<file path="config.mk">
export PLATFORM = sky130hd
export DESIGN_NAME = tank_level_alarm_controller
export DESIGN_NICKNAME = d
export VERILOG_FILES = /design/src/tlac_pkg.sv /design/src/tank_level_alarm_controller.sv
export SDC_FILE = /design/constraint.sdc
export NUM_CORES = 1
export LEC_CHECK = 0
export BUFFER_PORTS_ARGS = -buffer_cell sky130_fd_sc_hd__buf_4
export CORE_MARGIN = 2
export CORE_UTILIZATION = 45
export CTS_BUF_LIST = sky130_fd_sc_hd__clkbuf_8
export DETAILED_ROUTE_END_ITERATION = 10
export GPL_TIMING_DRIVEN = 0
export MAX_ROUTING_LAYER = met4
export SYNTH_ARGS = -nofsm -noshare
export SYNTH_HDL_FRONTEND = slang
export SYNTH_SLANG_ARGS = --single-unit
</file>
<file path="constraint.sdc">
create_clock -name clk -period 4.7 [get_ports clk]
set_input_delay 0.94 -clock clk [delete_from_list [all_inputs] [get_ports clk]]
set_output_delay 0.94 -clock clk [all_outputs]
set_load 0.02 [all_outputs]
</file>
<file path="src/tlac_pkg.sv">
// ----------------------------------------------------------------------------
// tlac_pkg
// Shared constants for the tank level alarm controller: register map,
// register reset values, measurement status codes and gauge constants.
// ----------------------------------------------------------------------------
package tlac_pkg;

	// serial datapath digit width
	localparam int DIGIT_W = 4;

	// configuration port
	localparam int CFG_IDX_W  = 3;
	localparam int CFG_DATA_W = 32;

	typedef enum logic [CFG_IDX_W-1:0] {
		REG_FULL_DIST  = 3'd0,
		REG_EMPTY_DIST = 3'd1,
		REG_DEBOUNCE   = 3'd2,
		REG_ALERT_TO   = 3'd3,
		REG_OFFLINE_TO = 3'd4,
		REG_LED_HALF   = 3'd5
	} reg_idx_t;

	// register reset values
	localparam logic [15:0] RST_FULL_DIST  = 16'd20;
	localparam logic [15:0] RST_EMPTY_DIST = 16'd150;
	localparam logic [23:0] RST_DEBOUNCE   = 24'd30000;
	localparam logic [31:0] RST_ALERT_TO   = 32'd15000000;
	localparam logic [31:0] RST_OFFLINE_TO = 32'd15000000;
	localparam logic [23:0] RST_LED_HALF   = 24'd500000;

	// measurement status codes
	localparam logic [7:0] STAT_DIST = 8'd1;
	localparam logic [7:0] STAT_FULL = 8'd2;

	// gauge
	localparam int          PCT_W    = 7;
	localparam logic [6:0]  PCT_FULL = 7'd100;
	localparam logic [7:0]  PCT_NONE = 8'd255;

endpackage

</file>
<file path="src/tank_level_alarm_controller.sv">
// ----------------------------------------------------------------------------
// tank_level_alarm_controller
// Polling-pass controller: heartbeat LED, button debounce, tank-full alert
// with silence, fill gauge and transmitter offline detection.
// ----------------------------------------------------------------------------
//
//  channel   handshake              direction  word
//  --------  ---------------------  ---------  ------------------------------
//  input     in_valid / in_ready    in         now_time, meas_valid,
//                                              meas_status, echo_dist,
//                                              switch_raw
//  output    out_valid / out_ready  out        led_on, buzzer_on, gauge_update,
//                                              gauge_percent, offline_event,
//                                              offline_flag
//  config    cfg_we                 in         cfg_index, cfg_wdata
//
// The result is registered when the word commits: all time differences and
// the next LED deadline run through a 4-bit serial adder/subtractor, one
// digit per cycle, then the commit updates state and the result. in_ready
// returns the cycle after the commit. The percent divider (7 restoring
// steps) runs alongside the time digits. A new word is taken once the
// previous one has committed; a result still waiting in the output
// register only holds the commit cycle.
// Reset is asynchronous, active low, and brings control, state, config and
// output registers to defaults; the serial datapath is not reset.

module tank_level_alarm_controller #(
	parameter int TIME_BITS = 48
) (
	input  logic                            clk,
	input  logic                            arst_n,
	// config
	input  logic                            cfg_we,
	input  logic [tlac_pkg::CFG_IDX_W-1:0]  cfg_index,
	input  logic [tlac_pkg::CFG_DATA_W-1:0] cfg_wdata,
	// input word
	input  logic                            in_valid,
	output logic                            in_ready,
	input  logic [TIME_BITS-1:0]            now_time,
	input  logic                            meas_valid,
	input  logic [7:0]                      meas_status,
	input  logic [15:0]                     echo_dist,
	input  logic                            switch_raw,
	// output word
	output logic                            out_valid,
	input  logic                            out_ready,
	output logic                            led_on,
	output logic                            buzzer_on,
	output logic                            gauge_update,
	output logic [tlac_pkg::PCT_W-1:0]      gauge_percent,
	output logic                            offline_event,
	output logic                            offline_flag
);
	import tlac_pkg::*;

	localparam int DW       = DIGIT_W;
	localparam int NDIG     = (TIME_BITS + DW - 1) / DW;
	localparam int W        = NDIG * DW;
	localparam int CW       = $clog2(NDIG);
	localparam int SIGN_DIG = (TIME_BITS - 1) / DW;
	localparam int SIGN_BIT = (TIME_BITS - 1) % DW;
	localparam logic [W-1:0]  TMASK_W  = W'({TIME_BITS{1'b1}});
	localparam logic [CW-1:0] CNT_LAST = CW'(NDIG - 1);
	localparam logic [CW-1:0] CNT_SIGN = CW'(SIGN_DIG);
	localparam logic [CW-1:0] DIV_LAST = CW'(PCT_W);

	typedef enum logic [1:0] {ST_IDLE, ST_RUN, ST_FIN} state_t;

	state_t state_q;
	logic [CW-1:0] cnt_q;

	// configuration registers
	logic [15:0] full_cm_q, empty_dist_q;
	logic [23:0] deb_win_q, led_hp_q;
	logic [31:0] alert_to_q, off_to_q;

	// architectural state (time stamps rotate during the serial pass)
	logic         led_q, full_q, sil_q, offs_q, swst_q, swpv_q;
	logic [7:0]   ldp_q;
	logic [W-1:0] ntt_q, sct_q, ast_q, lst_q;

	// serial operands and results
	logic [W-1:0] now_sr, sum_sr, hp_sr, dbw_sr, alt_sr, oft_sr, msk_sr;
	logic         bt_q, cs_q, bs_q, ba_q, bo_q;
	logic         ge_sw_q, ge_al_q, ge_of_q, due_q;

	// word fields held for the commit
	logic         valid_q, sw_q;
	logic [7:0]   status_q;

	// percent divider
	logic [15:0]  num_q;
	logic [22:0]  rem_q;
	logic [21:0]  dvs_q;
	logic [6:0]   quo_q;
	logic         pz_q, pf_q;

	// output register
	logic         ov_q, led_o_q, buz_o_q, upd_o_q, ev_o_q, off_o_q;
	logic [6:0]   pct_o_q;

	// digit-serial arithmetic
	logic [DW:0]   t_tog, t_sum, t_sw, t_al, t_of;
	logic [DW-1:0] d_sw, d_al, d_of, mk;
	logic          ge_sw_n, ge_al_n, ge_of_n;

	always_comb begin
		mk    = msk_sr[DW-1:0];
		t_tog = {1'b0, now_sr[DW-1:0]} - {1'b0, ntt_q[DW-1:0]} - (DW+1)'(bt_q);
		t_sum = {1'b0, now_sr[DW-1:0]} + {1'b0, hp_sr[DW-1:0]} + (DW+1)'(cs_q);
		t_sw  = {1'b0, now_sr[DW-1:0]} - {1'b0, sct_q[DW-1:0]} - (DW+1)'(bs_q);
		t_al  = {1'b0, now_sr[DW-1:0]} - {1'b0, ast_q[DW-1:0]} - (DW+1)'(ba_q);
		t_of  = {1'b0, now_sr[DW-1:0]} - {1'b0, lst_q[DW-1:0]} - (DW+1)'(bo_q);
		d_sw  = t_sw[DW-1:0] & mk;
		d_al  = t_al[DW-1:0] & mk;
		d_of  = t_of[DW-1:0] & mk;
		// LSB-first magnitude compare: higher digits override
		ge_sw_n = (d_sw > dbw_sr[DW-1:0]) ? 1'b1 :
			(d_sw < dbw_sr[DW-1:0]) ? 1'b0 : ge_sw_q;
		ge_al_n = (d_al > alt_sr[DW-1:0]) ? 1'b1 :
			(d_al < alt_sr[DW-1:0]) ? 1'b0 : ge_al_q;
		ge_of_n = (d_of > oft_sr[DW-1:0]) ? 1'b1 :
			(d_of < oft_sr[DW-1:0]) ? 1'b0 : ge_of_q;
	end

	// percent result
	logic [6:0] pct_res;
	assign pct_res = pz_q ? 7'd0 : (pf_q ? PCT_FULL : quo_q);

	// commit logic, in pass order
	logic         n_led, n_full, n_sil, n_offs, n_swst, newly, changed;
	logic         deb_ge, al_ge, of_ge, upd, ev;
	logic [7:0]   n_ldp;
	logic [6:0]   pct;
	logic [W-1:0] n_ntt, n_lst, n_ast, n_sct;

	always_comb begin
		n_led  = due_q ? ~led_q : led_q;
		n_ntt  = due_q ? (sum_sr & TMASK_W) : ntt_q;
		n_lst  = lst_q;
		n_offs = offs_q;
		n_ldp  = ldp_q;
		n_full = full_q;
		n_sil  = sil_q;
		n_ast  = ast_q;
		newly  = 1'b0;
		upd    = 1'b0;
		pct    = 7'd0;
		ev     = 1'b0;
		// measurement
		if (valid_q) begin
			n_lst = now_sr;
			if (n_offs) begin
				n_offs = 1'b0;
				n_ldp  = PCT_NONE;
			end
			if (status_q == STAT_DIST) begin
				n_full = 1'b0;
				n_sil  = 1'b0;
				if ({1'b0, pct_res} != n_ldp) begin
					upd   = 1'b1;
					pct   = pct_res;
					n_ldp = {1'b0, pct_res};
				end
			end else if (status_q == STAT_FULL) begin
				if (!n_full) begin
					n_full = 1'b1;
					n_ast  = now_sr;
					newly  = 1'b1;
				end
				if (n_ldp != {1'b0, PCT_FULL}) begin
					upd   = 1'b1;
					pct   = PCT_FULL;
					n_ldp = {1'b0, PCT_FULL};
				end
			end
		end
		// button debounce; a fresh edge leaves zero elapsed time
		changed = (sw_q != swpv_q);
		n_sct   = changed ? now_sr : sct_q;
		deb_ge  = changed ? (deb_win_q == 24'd0) : ge_sw_q;
		n_swst  = swst_q;
		if (deb_ge && (swst_q != sw_q)) begin
			n_swst = sw_q;
			if (swst_q && !sw_q && n_full && !n_sil)
				n_sil = 1'b1;
		end
		// alert timeout
		al_ge = newly ? (alert_to_q == 32'd0) : ge_al_q;
		if (n_full && !n_sil && al_ge)
			n_sil = 1'b1;
		// offline check
		of_ge = valid_q ? (off_to_q == 32'd0) : ge_of_q;
		if (!n_offs && of_ge) begin
			n_offs = 1'b1;
			ev     = 1'b1;
		end
	end

	logic accept, commit;
	assign accept = in_valid && in_ready;
	assign commit = (state_q == ST_FIN) && (!ov_q || out_ready);

	// control, state and output register
	always_ff @(posedge clk or negedge arst_n) begin
		if (!arst_n) begin
			state_q      <= ST_IDLE;
			cnt_q        <= '0;
			full_cm_q    <= RST_FULL_DIST;
			empty_dist_q <= RST_EMPTY_DIST;
			deb_win_q    <= RST_DEBOUNCE;
			alert_to_q   <= RST_ALERT_TO;
			off_to_q     <= RST_OFFLINE_TO;
			led_hp_q     <= RST_LED_HALF;
			led_q        <= 1'b1;
			full_q       <= 1'b0;
			sil_q        <= 1'b0;
			offs_q       <= 1'b0;
			swst_q       <= 1'b1;
			swpv_q       <= 1'b1;
			ldp_q        <= PCT_NONE;
			ntt_q        <= '0;
			sct_q        <= '0;
			ast_q        <= '0;
			lst_q        <= '0;
			ov_q         <= 1'b0;
			led_o_q      <= 1'b0;
			buz_o_q      <= 1'b0;
			upd_o_q      <= 1'b0;
			pct_o_q      <= '0;
			ev_o_q       <= 1'b0;
			off_o_q      <= 1'b0;
		end else begin
			// register writes
			if (cfg_we) begin
				unique case (cfg_index)
					REG_FULL_DIST:  full_cm_q    <= cfg_wdata[15:0];
					REG_EMPTY_DIST: empty_dist_q <= cfg_wdata[15:0];
					REG_DEBOUNCE:   deb_win_q    <= cfg_wdata[23:0];
					REG_ALERT_TO:   alert_to_q   <= cfg_wdata;
					REG_OFFLINE_TO: off_to_q     <= cfg_wdata;
					REG_LED_HALF:   led_hp_q     <= cfg_wdata[23:0];
					default: ;
				endcase
			end

			// result taken with no new one behind it
			if (ov_q && out_ready && !commit)
				ov_q <= 1'b0;

			unique case (state_q)
				ST_IDLE: begin
					if (accept) begin
						cnt_q   <= '0;
						state_q <= ST_RUN;
					end
				end
				ST_RUN: begin
					// rotate stored time stamps one digit
					ntt_q <= {ntt_q[DW-1:0], ntt_q[W-1:DW]};
					sct_q <= {sct_q[DW-1:0], sct_q[W-1:DW]};
					ast_q <= {ast_q[DW-1:0], ast_q[W-1:DW]};
					lst_q <= {lst_q[DW-1:0], lst_q[W-1:DW]};
					cnt_q <= cnt_q + 1'b1;
					if (cnt_q == CNT_LAST)
						state_q <= ST_FIN;
				end
				ST_FIN: begin
					if (commit) begin
						led_q   <= n_led;
						ntt_q   <= n_ntt;
						lst_q   <= n_lst;
						offs_q  <= n_offs;
						ldp_q   <= n_ldp;
						full_q  <= n_full;
						sil_q   <= n_sil;
						ast_q   <= n_ast;
						swpv_q  <= sw_q;
						sct_q   <= n_sct;
						swst_q  <= n_swst;
						ov_q    <= 1'b1;
						led_o_q <= n_led;
						buz_o_q <= n_full && !n_sil;
						upd_o_q <= upd;
						pct_o_q <= pct;
						ev_o_q  <= ev;
						off_o_q <= n_offs;
						state_q <= ST_IDLE;
					end
				end
				default: state_q <= ST_IDLE;
			endcase
		end
	end

	// serial datapath and divider
	always_ff @(posedge clk) begin
		if (accept) begin
			now_sr   <= W'(now_time);
			hp_sr    <= W'(led_hp_q);
			dbw_sr   <= W'(deb_win_q);
			alt_sr   <= W'(alert_to_q);
			oft_sr   <= W'(off_to_q);
			msk_sr   <= TMASK_W;
			sum_sr   <= '0;
			bt_q     <= 1'b0;
			cs_q     <= 1'b0;
			bs_q     <= 1'b0;
			ba_q     <= 1'b0;
			bo_q     <= 1'b0;
			ge_sw_q  <= 1'b1;
			ge_al_q  <= 1'b1;
			ge_of_q  <= 1'b1;
			due_q    <= 1'b0;
			valid_q  <= meas_valid;
			status_q <= meas_status;
			sw_q     <= switch_raw;
			// percent setup: range checks and operands
			pz_q     <= (empty_dist_q <= full_cm_q) || (echo_dist >= empty_dist_q);
			pf_q     <= (echo_dist < full_cm_q);
			num_q    <= empty_dist_q - echo_dist;
			dvs_q    <= {empty_dist_q - full_cm_q, 6'd0};
			quo_q    <= '0;
		end else if (state_q == ST_RUN) begin
			// one time digit per cycle
			now_sr  <= {now_sr[DW-1:0], now_sr[W-1:DW]};
			sum_sr  <= {t_sum[DW-1:0], sum_sr[W-1:DW]};
			hp_sr   <= {{DW{1'b0}}, hp_sr[W-1:DW]};
			dbw_sr  <= {{DW{1'b0}}, dbw_sr[W-1:DW]};
			alt_sr  <= {{DW{1'b0}}, alt_sr[W-1:DW]};
			oft_sr  <= {{DW{1'b0}}, oft_sr[W-1:DW]};
			msk_sr  <= {{DW{1'b0}}, msk_sr[W-1:DW]};
			bt_q    <= t_tog[DW];
			cs_q    <= t_sum[DW];
			bs_q    <= t_sw[DW];
			ba_q    <= t_al[DW];
			bo_q    <= t_of[DW];
			ge_sw_q <= ge_sw_n;
			ge_al_q <= ge_al_n;
			ge_of_q <= ge_of_n;
			// LED due when the wrapped difference has its top bit clear
			if (cnt_q == CNT_SIGN)
				due_q <= ~t_tog[SIGN_BIT];
			// divider: scale by 100 first, then one quotient bit per cycle
			if (cnt_q == '0) begin
				rem_q <= (23'(num_q) << 6) + (23'(num_q) << 5) + (23'(num_q) << 2);
			end else if (cnt_q <= DIV_LAST) begin
				if (rem_q >= {1'b0, dvs_q}) begin
					rem_q <= rem_q - {1'b0, dvs_q};
					quo_q <= {quo_q[5:0], 1'b1};
				end else begin
					quo_q <= {quo_q[5:0], 1'b0};
				end
				dvs_q <= {1'b0, dvs_q[21:1]};
			end
		end
	end

	assign in_ready      = (state_q == ST_IDLE);
	assign out_valid     = ov_q;
	assign led_on        = led_o_q;
	assign buzzer_on     = buz_o_q;
	assign gauge_update  = upd_o_q;
	assign gauge_percent = pct_o_q;
	assign offline_event = ev_o_q;
	assign offline_flag  = off_o_q;

endmodule
</file>
==> results of run 1 <==
[worst min path at each step]
stage | startpoint | end | slack (ns)
floorplan | msk_sr[46]$_SDFFE_PP1P_ | msk_sr[46]$_SDFFE_PP1P_ | 0.42
global placement | msk_sr[46]$_SDFFE_PP1P_ | msk_sr[46]$_SDFFE_PP1P_ | 0.43
detailed placement | dvs_q[3]$_SDFFE_PP0P_ | dvs_q[2]$_SDFFE_PP0P_ | 0.45
CTS | arst_n | ntt_q[31]$_DFFE_PN0P_ | 0.006
global route | arst_n | ntt_q[31]$_DFFE_PN0P_ | 0.04
finish | arst_n | ntt_q[31]$_DFFE_PN0P_ | 0.06
[stage by stage]
stage                     utilization (%)  std cells
after floorplan                         -       3308
after global placement               48.2       4394
after global routing                 51.8       4621
after detailed placement             48.5       4400
final                                51.8       4622
after CTS                            51.8       4620
[state kept, by name (all words and copies together) (netlist names), 32 cells and up]
signal,flops
oft_sr,32
ntt_q,48
alt_sr,32
lst_q,48
alert_to_q,32
off_to_q,32
sum_sr,48
ast_q,48
sct_q,48
now_sr,48
[Yosys cell counts (32+ instances only)]
cell | instances | area [um^2]
sky130_fd_sc_hd__o21ai_0 | 272 | 1360
sky130_fd_sc_hd__dfxtp_1 | 82 | 1640
sky130_fd_sc_hd__nand2_1 | 856 | 3210
sky130_fd_sc_hd__clkbuf_1 | 136 | 510
sky130_fd_sc_hd__nor2_1 | 74 | 278
sky130_fd_sc_hd__and2_1 | 56 | 350
sky130_fd_sc_hd__a21o_1 | 32 | 240
sky130_fd_sc_hd__nand3_1 | 32 | 160
sky130_fd_sc_hd__inv_1 | 122 | 458
sky130_fd_sc_hd__mux2_2 | 128 | 1440
sky130_fd_sc_hd__edfxtp_1 | 227 | 6820
sky130_fd_sc_hd__mux2i_1 | 51 | 510
sky130_fd_sc_hd__xnor2_1 | 33 | 289
sky130_fd_sc_hd__a21oi_1 | 276 | 1380
sky130_fd_sc_hd__ha_1 | 129 | 1610
sky130_fd_sc_hd__dfstp_2 | 51 | 1340
sky130_fd_sc_hd__dfrtp_1 | 317 | 7930
[layout by cell type (no fill, tap or decap), types with 20 or more instances in the layout]
master                       n
sky130_fd_sc_hd__nand3_1    32
sky130_fd_sc_hd__edfxtp_1  227
sky130_fd_sc_hd__and2_1     56
sky130_fd_sc_hd__a21o_1     32
sky130_fd_sc_hd__o21ai_1    20
sky130_fd_sc_hd__nand2_1   855
sky130_fd_sc_hd__mux2_2    128
sky130_fd_sc_hd__and3_1     27
sky130_fd_sc_hd__nand4_1    23
sky130_fd_sc_hd__buf_4     126
sky130_fd_sc_hd__ha_1      129
sky130_fd_sc_hd__mux2i_1    51
sky130_fd_sc_hd__nor2b_1    22
sky130_fd_sc_hd__dfrtp_1   317
sky130_fd_sc_hd__a21oi_1   276
sky130_fd_sc_hd__nand2b_1   29
sky130_fd_sc_hd__clkbuf_8  135
sky130_fd_sc_hd__inv_1     177
sky130_fd_sc_hd__o21ai_0   272
sky130_fd_sc_hd__a211oi_1   22
sky130_fd_sc_hd__xor2_1     29
sky130_fd_sc_hd__dfstp_2    51
sky130_fd_sc_hd__nor2_1     74
sky130_fd_sc_hd__nor4_1     22
sky130_fd_sc_hd__xnor2_1    33
sky130_fd_sc_hd__clkbuf_1  135
sky130_fd_sc_hd__dfxtp_1    82
sky130_fd_sc_hd__fa_1       25
[layout make-up]
cell class | count | area, um^2
Timing Repair Buffer | 133 | 1110
Sequential cell | 677 | 17700
Inverter | 123 | 462
Fill cell | 6635 | 35100
Clock buffer | 135 | 1860
Multi-Input combinational cell | 2343 | 14100
Tap cell | 959 | 1200
Buffer | 165 | 644
Antenna cell | 2 | 5.00
Clock inverter | 85 | 543
[power by group]
group	internal (uW)	switching (uW)	total, uW
Combinational	3770	5970	9740
Clock	2950	2460	5410
Sequential	8940	1280	10200
[worst max-delay path, stage by stage, from the launching register on]
cell and delay, ns:
sky130_fd_sc_hd__dfrtp_1 0.40, sky130_fd_sc_hd__nor2_1 0.88, sky130_fd_sc_hd__nand2_1 0.40, sky130_fd_sc_hd__clkbuf_1 0.64
sky130_fd_sc_hd__clkbuf_1 0.45, sky130_fd_sc_hd__nand2_8 0.41, sky130_fd_sc_hd__buf_16 0.49
[routing by layer]
metal | track usage (%) | up-vias | part of all wire, %
met5 | - | - | 0
met4 | 7.42 | 0 | 2.7
met3 | 3.65 | 137 | 5.2
met2 | 36.2 | 609 | 44
met1 | 34.4 | 12000 | 48
li1 | - | 12000 | -
[kinds of logic (layout without fill, tap and decap cells)]
kind of cell / Yosys count / in the layout / share of synthesized area (%)
muxes: 179 / 179 / 5.94
AOI/OAI and AO/OA: 733 / 733 / 12.6
other: 0 / 2 / 0
xor gates and xnor gates: 62 / 62 / 1.65
DFF: 677 / 677 / 53.9
buffers and inverters: 288 / 641 / 3.36
and+or+nand+nor: 1215 / 1215 / 16.1
adders and majority gates: 154 / 154 / 6.43
==> impl_metrics.prom, run 1 <==
# TYPE chip_impl_metric gauge
chip_impl_info{name="outcome",value="completed"} 1
chip_impl_metric{name="dpl_cell_area",unit="mm^2"} 0.0352
chip_impl_metric{name="synth_seq_cells",unit=""} 677
chip_impl_metric{name="die_w",unit="um"} 274
chip_impl_metric{name="cts.repair.resized",unit=""} 0
chip_impl_metric{name="timing.fmax",unit="MHz"} 238
chip_impl_info{name="criticalPathCategory",value="reg2reg"} 1
chip_impl_metric{name="design.die.area",unit="mm^2"} 0.0753
chip_impl_metric{name="vias",unit=""} 24700
chip_impl_metric{name="worst_setup_hold_path_clk_slew",unit="ns"} 0.06
chip_impl_metric{name="timing.final.crit_share",unit="%"} 89.4
chip_impl_metric{name="route.detailed.drc",unit=""} 0
chip_impl_metric{name="synth_edf_count",unit=""} 227
chip_impl_metric{name="fin_worst_skew",unit="ns"} 0.0681
chip_impl_metric{name="report.final.hold_viol_count",unit=""} 0
chip_impl_metric{name="report.final.setup_viol",unit=""} 0
chip_impl_metric{name="finish.net_count",unit=""} 3826
chip_impl_metric{name="placementRows",unit=""} 99
chip_impl_metric{name="finalPower",unit="uW"} 25400
chip_impl_metric{name="cts_sinks",unit=""} 677
chip_impl_metric{name="setup_total_negative_slack",unit="ns"} 0
chip_impl_metric{name="port_buffers",unit=""} 127
chip_impl_metric{name="routedWlPerCell",unit="um"} 19.1
chip_impl_metric{name="syn_nets",unit=""} 3576
chip_impl_metric{name="slew_headroom",unit="%"} 11.8
chip_impl_metric{name="drt_pass1_iterations",unit=""} 7
chip_impl_metric{name="synth_cell_type_count",unit=""} 77
chip_impl_metric{name="timing.final.crit_period",unit="ns"} 4.20
chip_impl_info{name="worst_hold_path_type",value="in2async"} 1
chip_impl_metric{name="worstRegToRegCells",unit=""} 6
chip_impl_info{name="tritoncts",value="done"} 1
chip_impl_metric{name="cts_max_path_bufs",unit=""} 3
chip_impl_info{name="timing.rr.start",value="state_q[1]$_DFFE_PN0P_"} 1
chip_impl_info{name="synth-main-ff-cell",value="sky130_fd_sc_hd__dfrtp_1"} 1
chip_impl_metric{name="final_critical_path_setup_slack",unit="ns"} 0.498
chip_impl_metric{name="crit_required",unit="ns"} 5.04
chip_impl_metric{name="synth_area",unit="mm^2"} 0.0329
chip_impl_metric{name="synth_async_sr_flop_share",unit="%"} 54.4
chip_impl_metric{name="design.portCount",unit=""} 128
chip_impl_info{name="regToRegEndpoint",value="hp_sr[15]$_DFFE_PP_"} 1
chip_impl_info{name="clock-root-buffer",value="sky130_fd_sc_hd__clkbuf_8"} 1
chip_impl_metric{name="fp.coreArea",unit="mm^2"} 0.0727
chip_impl_metric{name="worst_hold_margin",unit="ns"} 0.0584
chip_impl_metric{name="worstPathMaxFanout",unit=""} 113
chip_impl_metric{name="drtAntennaViolNets",unit=""} 0
chip_impl_metric{name="htreeDepth",unit=""} 3
chip_impl_metric{name="routabilityCongestion",unit=""} 0.894
chip_impl_info{name="critPathLaunch",value="state_q[1]$_DFFE_PN0P_"} 1
chip_impl_metric{name="synth_seq_area_share",unit="%"} 53.9
chip_impl_metric{name="r2r_slack",unit="ns"} 0.50
chip_impl_metric{name="dr.first_iter.drc_count",unit=""} 1904
chip_impl_metric{name="drive_above_1_share",unit="%"} 14.0
chip_impl_metric{name="ir_worst_vdd",unit="uV"} 291
chip_impl_info{name="worstSetupStartpointType",value="flip-flop"} 1
chip_impl_metric{name="synth_area_per_cell",unit="um^2"} 9.94
chip_impl_metric{name="cp.arrival",unit="ns"} 4.55
chip_impl_metric{name="leakage_power_figure",unit="uW"} 0.0169
chip_impl_metric{name="grt_max_degree",unit=""} 115
chip_impl_metric{name="worst-slew-pin-transition",unit="ns"} 1.32
chip_impl_info{name="rsz0062_at_grt",value="no"} 1
chip_impl_metric{name="cts_made_buffers",unit=""} 115
chip_impl_metric{name="global_route.usage.total",unit="%"} 24.4
chip_impl_metric{name="power_per_cell_area",unit="mW/mm^2"} 674
chip_impl_metric{name="gr-total-overflow",unit=""} 0
chip_impl_metric{name="start_util",unit="%"} 45.2
chip_impl_metric{name="design_area",unit="mm^2"} 0.0376
chip_impl_metric{name="place_ws",unit="ns"} 0.505
chip_impl_metric{name="initial_antenna_violation_count",unit=""} 2
chip_impl_metric{name="fp.dieH",unit="um"} 274
chip_impl_info{name="worstSetupEndpointType",value="flip-flop"} 1
chip_impl_metric{name="routed_wirelength",unit="mm"} 88.2
chip_impl_metric{name="clock_insertion_delay_at_the_later_pin_of_the_skew_report",unit="ns"} 0.75
chip_impl_metric{name="post-cts-setup-buffers",unit=""} 0
chip_impl_metric{name="area.growth.synth_to_final",unit="%"} 14.5
chip_impl_metric{name="vias_in_the_first_global_route",unit=""} 24400
chip_impl_metric{name="synthCells",unit=""} 3308
chip_impl_metric{name="grt_pass1_wl",unit="mm"} 139
chip_impl_metric{name="cts_hold_buffers",unit=""} 0
chip_impl_metric{name="vias_per_cell",unit=""} 5.35
chip_impl_metric{name="finalMaxSlewViolations",unit=""} 0
chip_impl_metric{name="timing.max_cap.violations",unit=""} 0
chip_impl_metric{name="place_hpwl",unit="mm"} 63.4
chip_impl_metric{name="ys_warn_count",unit=""} 0
chip_impl_info{name="critPathCapture",value="hp_sr[15]$_DFFE_PP_"} 1
(Power assumes the default switching activity.)
==> run 2, diff against run 1 <==
==> constraint.sdc (replaced) <==
create_clock -name clk -period 4.5 [get_ports clk]
set_input_delay 0.9 -clock clk [delete_from_list [all_inputs] [get_ports clk]]
set_output_delay 0.9 -clock clk [all_outputs]
set_load 0.02 [all_outputs]
==> run 2 against run 1 <==
Against the previous run: clock skew fell by 0.0021 ns; sequential share of layout area barely moved; combinational power rose by 5%; die area did not move; critical path type unchanged; largest power group unchanged.
==> impl_metrics.prom, run 2 (synthesized netlist as in run 1, its figures left out) <==
# TYPE chip_impl_metric gauge
chip_impl_metric{name="post-cts-setup-buffers",unit=""} 0
chip_impl_metric{name="port_buffers",unit=""} 127
chip_impl_metric{name="fin_worst_skew",unit="ns"} 0.0660
chip_impl_metric{name="grt_pass1_wl",unit="mm"} 139
chip_impl_metric{name="routed_wirelength",unit="mm"} 88.2
chip_impl_info{name="worstSetupEndpointType",value="flip-flop"} 1
chip_impl_metric{name="vias_in_the_first_global_route",unit=""} 24400
chip_impl_info{name="worst_path_max_delay_cell",value="sky130_fd_sc_hd__nor2_1"} 1
chip_impl_metric{name="power_per_cell_area",unit="mW/mm^2"} 704
chip_impl_metric{name="area.growth.synth_to_final",unit="%"} 14.5
chip_impl_metric{name="timing.final.crit_share",unit="%"} 93.4
chip_impl_metric{name="start_util",unit="%"} 45.2
chip_impl_info{name="worst_path_dominant_cell_family",value="simple AND/OR/NAND/NOR gates"} 1
chip_impl_metric{name="vias_per_cell",unit=""} 5.35
chip_impl_metric{name="drtAntennaViolNets",unit=""} 0
chip_impl_metric{name="slew_headroom",unit="%"} 13.4
chip_impl_metric{name="finalPower",unit="uW"} 26500
chip_impl_metric{name="routedWlPerCell",unit="um"} 19.1
chip_impl_metric{name="cts.repair.resized",unit=""} 0
chip_impl_metric{name="cts_max_path_bufs",unit=""} 3
chip_impl_metric{name="timing.final.crit_period",unit="ns"} 4.20
chip_impl_metric{name="route.detailed.drc",unit=""} 0
chip_impl_metric{name="timing.max_cap.violations",unit=""} 0
chip_impl_metric{name="initial_antenna_violation_count",unit=""} 2
chip_impl_metric{name="cts_sinks",unit=""} 677
chip_impl_metric{name="worst-slew-pin-transition",unit="ns"} 1.30
chip_impl_metric{name="global_route.usage.total",unit="%"} 24.4
chip_impl_metric{name="gr-total-overflow",unit=""} 0
chip_impl_info{name="worstSetupStartpointType",value="flip-flop"} 1
chip_impl_info{name="tritoncts",value="done"} 1
chip_impl_metric{name="fp.dieH",unit="um"} 274
chip_impl_metric{name="grt_max_degree",unit=""} 115
chip_impl_metric{name="cts_hold_buffers",unit=""} 1
chip_impl_metric{name="design_area",unit="mm^2"} 0.0377
chip_impl_metric{name="drt_pass1_iterations",unit=""} 8
chip_impl_info{name="worst_hold_path_type",value="in2reg"} 1
chip_impl_metric{name="cp.arrival",unit="ns"} 4.55
chip_impl_metric{name="cp_slowest_stage_delay",unit="ns"} 0.89
chip_impl_metric{name="report.final.hold_viol_count",unit=""} 0
chip_impl_info{name="crit_chain",value="nor2_1 -> nand2_1 -> clkbuf_1 -> clkbuf_1 -> nand2_8 -> buf_16"} 1
chip_impl_metric{name="routabilityCongestion",unit=""} 0.894
chip_impl_metric{name="design.portCount",unit=""} 128
chip_impl_info{name="crit_top_cell",value="sky130_fd_sc_hd__clkbuf_1"} 1
chip_impl_metric{name="ir_worst_vdd",unit="uV"} 304
chip_impl_metric{name="cts_made_buffers",unit=""} 115
chip_impl_metric{name="vias",unit=""} 24700
chip_impl_metric{name="fp.coreArea",unit="mm^2"} 0.0727
chip_impl_info{name="most_frequent_cells_in_the_layout",value="sky130_fd_sc_hd__nand2_1 (855), sky130_fd_sc_hd__dfrtp_1 (317), sky130_fd_sc_hd__a21oi_1 (276)"} 1
chip_impl_metric{name="path_buf_inv",unit=""} 3
chip_impl_metric{name="placed_cells",unit=""} 4400
chip_impl_metric{name="design.die.area",unit="mm^2"} 0.0753
chip_impl_info{name="layout_commonest_cell",value="sky130_fd_sc_hd__nand2_1"} 1
chip_impl_info{name="rsz0062_at_grt",value="no"} 1
chip_impl_metric{name="timing.fmax",unit="MHz"} 238
chip_impl_metric{name="die_w",unit="um"} 274
chip_impl_metric{name="crit_required",unit="ns"} 4.84
chip_impl_metric{name="worstPathMaxFanout",unit=""} 113
chip_impl_metric{name="drive_above_1_share",unit="%"} 14.0
chip_impl_metric{name="leakage_power_figure",unit="uW"} 0.0169
chip_impl_metric{name="htreeDepth",unit=""} 3
chip_impl_metric{name="finish.net_count",unit=""} 3827
chip_impl_info{name="clock-root-buffer",value="sky130_fd_sc_hd__clkbuf_8"} 1
chip_impl_info{name="criticalPathCategory",value="reg2reg"} 1
chip_impl_metric{name="finalMaxSlewViolations",unit=""} 0
chip_impl_metric{name="dpl_cell_area",unit="mm^2"} 0.0352
chip_impl_metric{name="layout_cells_excl_fill",unit=""} 4623
chip_impl_metric{name="place_hpwl",unit="mm"} 63.4
chip_impl_metric{name="clock_insertion_delay_at_the_later_pin_of_the_skew_report",unit="ns"} 0.75
chip_impl_metric{name="worst_setup_hold_path_clk_slew",unit="ns"} 0.06
chip_impl_info{name="outcome",value="completed"} 1
chip_impl_metric{name="placementRows",unit=""} 99
chip_impl_metric{name="r2r_slack",unit="ns"} 0.30
chip_impl_metric{name="dr.first_iter.drc_count",unit=""} 1964
chip_impl_metric{name="setup_total_negative_slack",unit="ns"} 0
chip_impl_metric{name="report.final.setup_viol",unit=""} 0
[run 2: cell types whose count changed in the layout (fill, tap and decap cells not counted)]
cell | previous run | this run
sky130_fd_sc_hd__dlygate4sd3_1 | 0 | 1
[run 2: metal layers]
metal / track usage (%) / up-vias / share of wire (%)
li1: - / 12000 / -
met1: 34.4 / 12000 / 47
met3: 3.65 / 138 / 5.5
met5: - / - / 0
met2: 36.2 / 610 / 44
met4: 7.42 / 0 / 2.7
[run 2: cell type report]
cell class / instances / area, um^2
tap: 959 / 1200
sequential: 677 / 17700
clock buffer: 135 / 1860
multi-input combinational: 2343 / 14100
clock inverter: 85 / 543
buffer: 165 / 644
inverter: 123 / 462
antenna: 2 / 5.00
fill: 6634 / 35100
timing repair buffer: 134 / 1120
[run 2: worst reg2reg max path, stage by stage (launching register included)]
cell and delay (ns):
sky130_fd_sc_hd__dfrtp_1 0.40, sky130_fd_sc_hd__nor2_1 0.89, sky130_fd_sc_hd__nand2_1 0.41, sky130_fd_sc_hd__clkbuf_1 0.64
sky130_fd_sc_hd__clkbuf_1 0.45, sky130_fd_sc_hd__nand2_8 0.41, sky130_fd_sc_hd__buf_16 0.50
[run 2: per-stage QoR]
step                hold slack (ns)  utilization, %  setup WS (ns)
global route                  0.332            51.8          0.117
global placement              0.432            48.2          -1.83
CTS                           0.321            51.8          0.269
detailed placement            0.448            48.5          0.305
floorplan                     0.423               -          0.401
finish                        0.384            51.8          0.297
[run 2: path summary, 6_finish.rpt]
| check | startpoint | to | cells past startpoint |
|---|---|---|---|
| setup / recovery | state_q[1]$_DFFE_PN0P_ | hp_sr[15]$_DFFE_PP_ | 6 |
| hold / removal | meas_status[2] | status_q[2]$_DFFE_PP_ | 1 |
| setup reg to reg | state_q[1]$_DFFE_PN0P_ | hp_sr[15]$_DFFE_PP_ | 6 |
| hold reg to reg | sum_sr[10]$_SDFFE_PP0P_ | sum_sr[6]$_SDFFE_PP0P_ | 2 |
| max in group asynchronous | arst_n | led_hp_q[14]$_DFFE_PN0P_ | 4 |
| min in group asynchronous | arst_n | ntt_q[31]$_DFFE_PN0P_ | 2 |
[run 2: where the power goes]
part           internal (uW)  switching, uW
combinational           3940           6240
sequential              9340           1340
clock                   3080           2570
total                  16400          10100
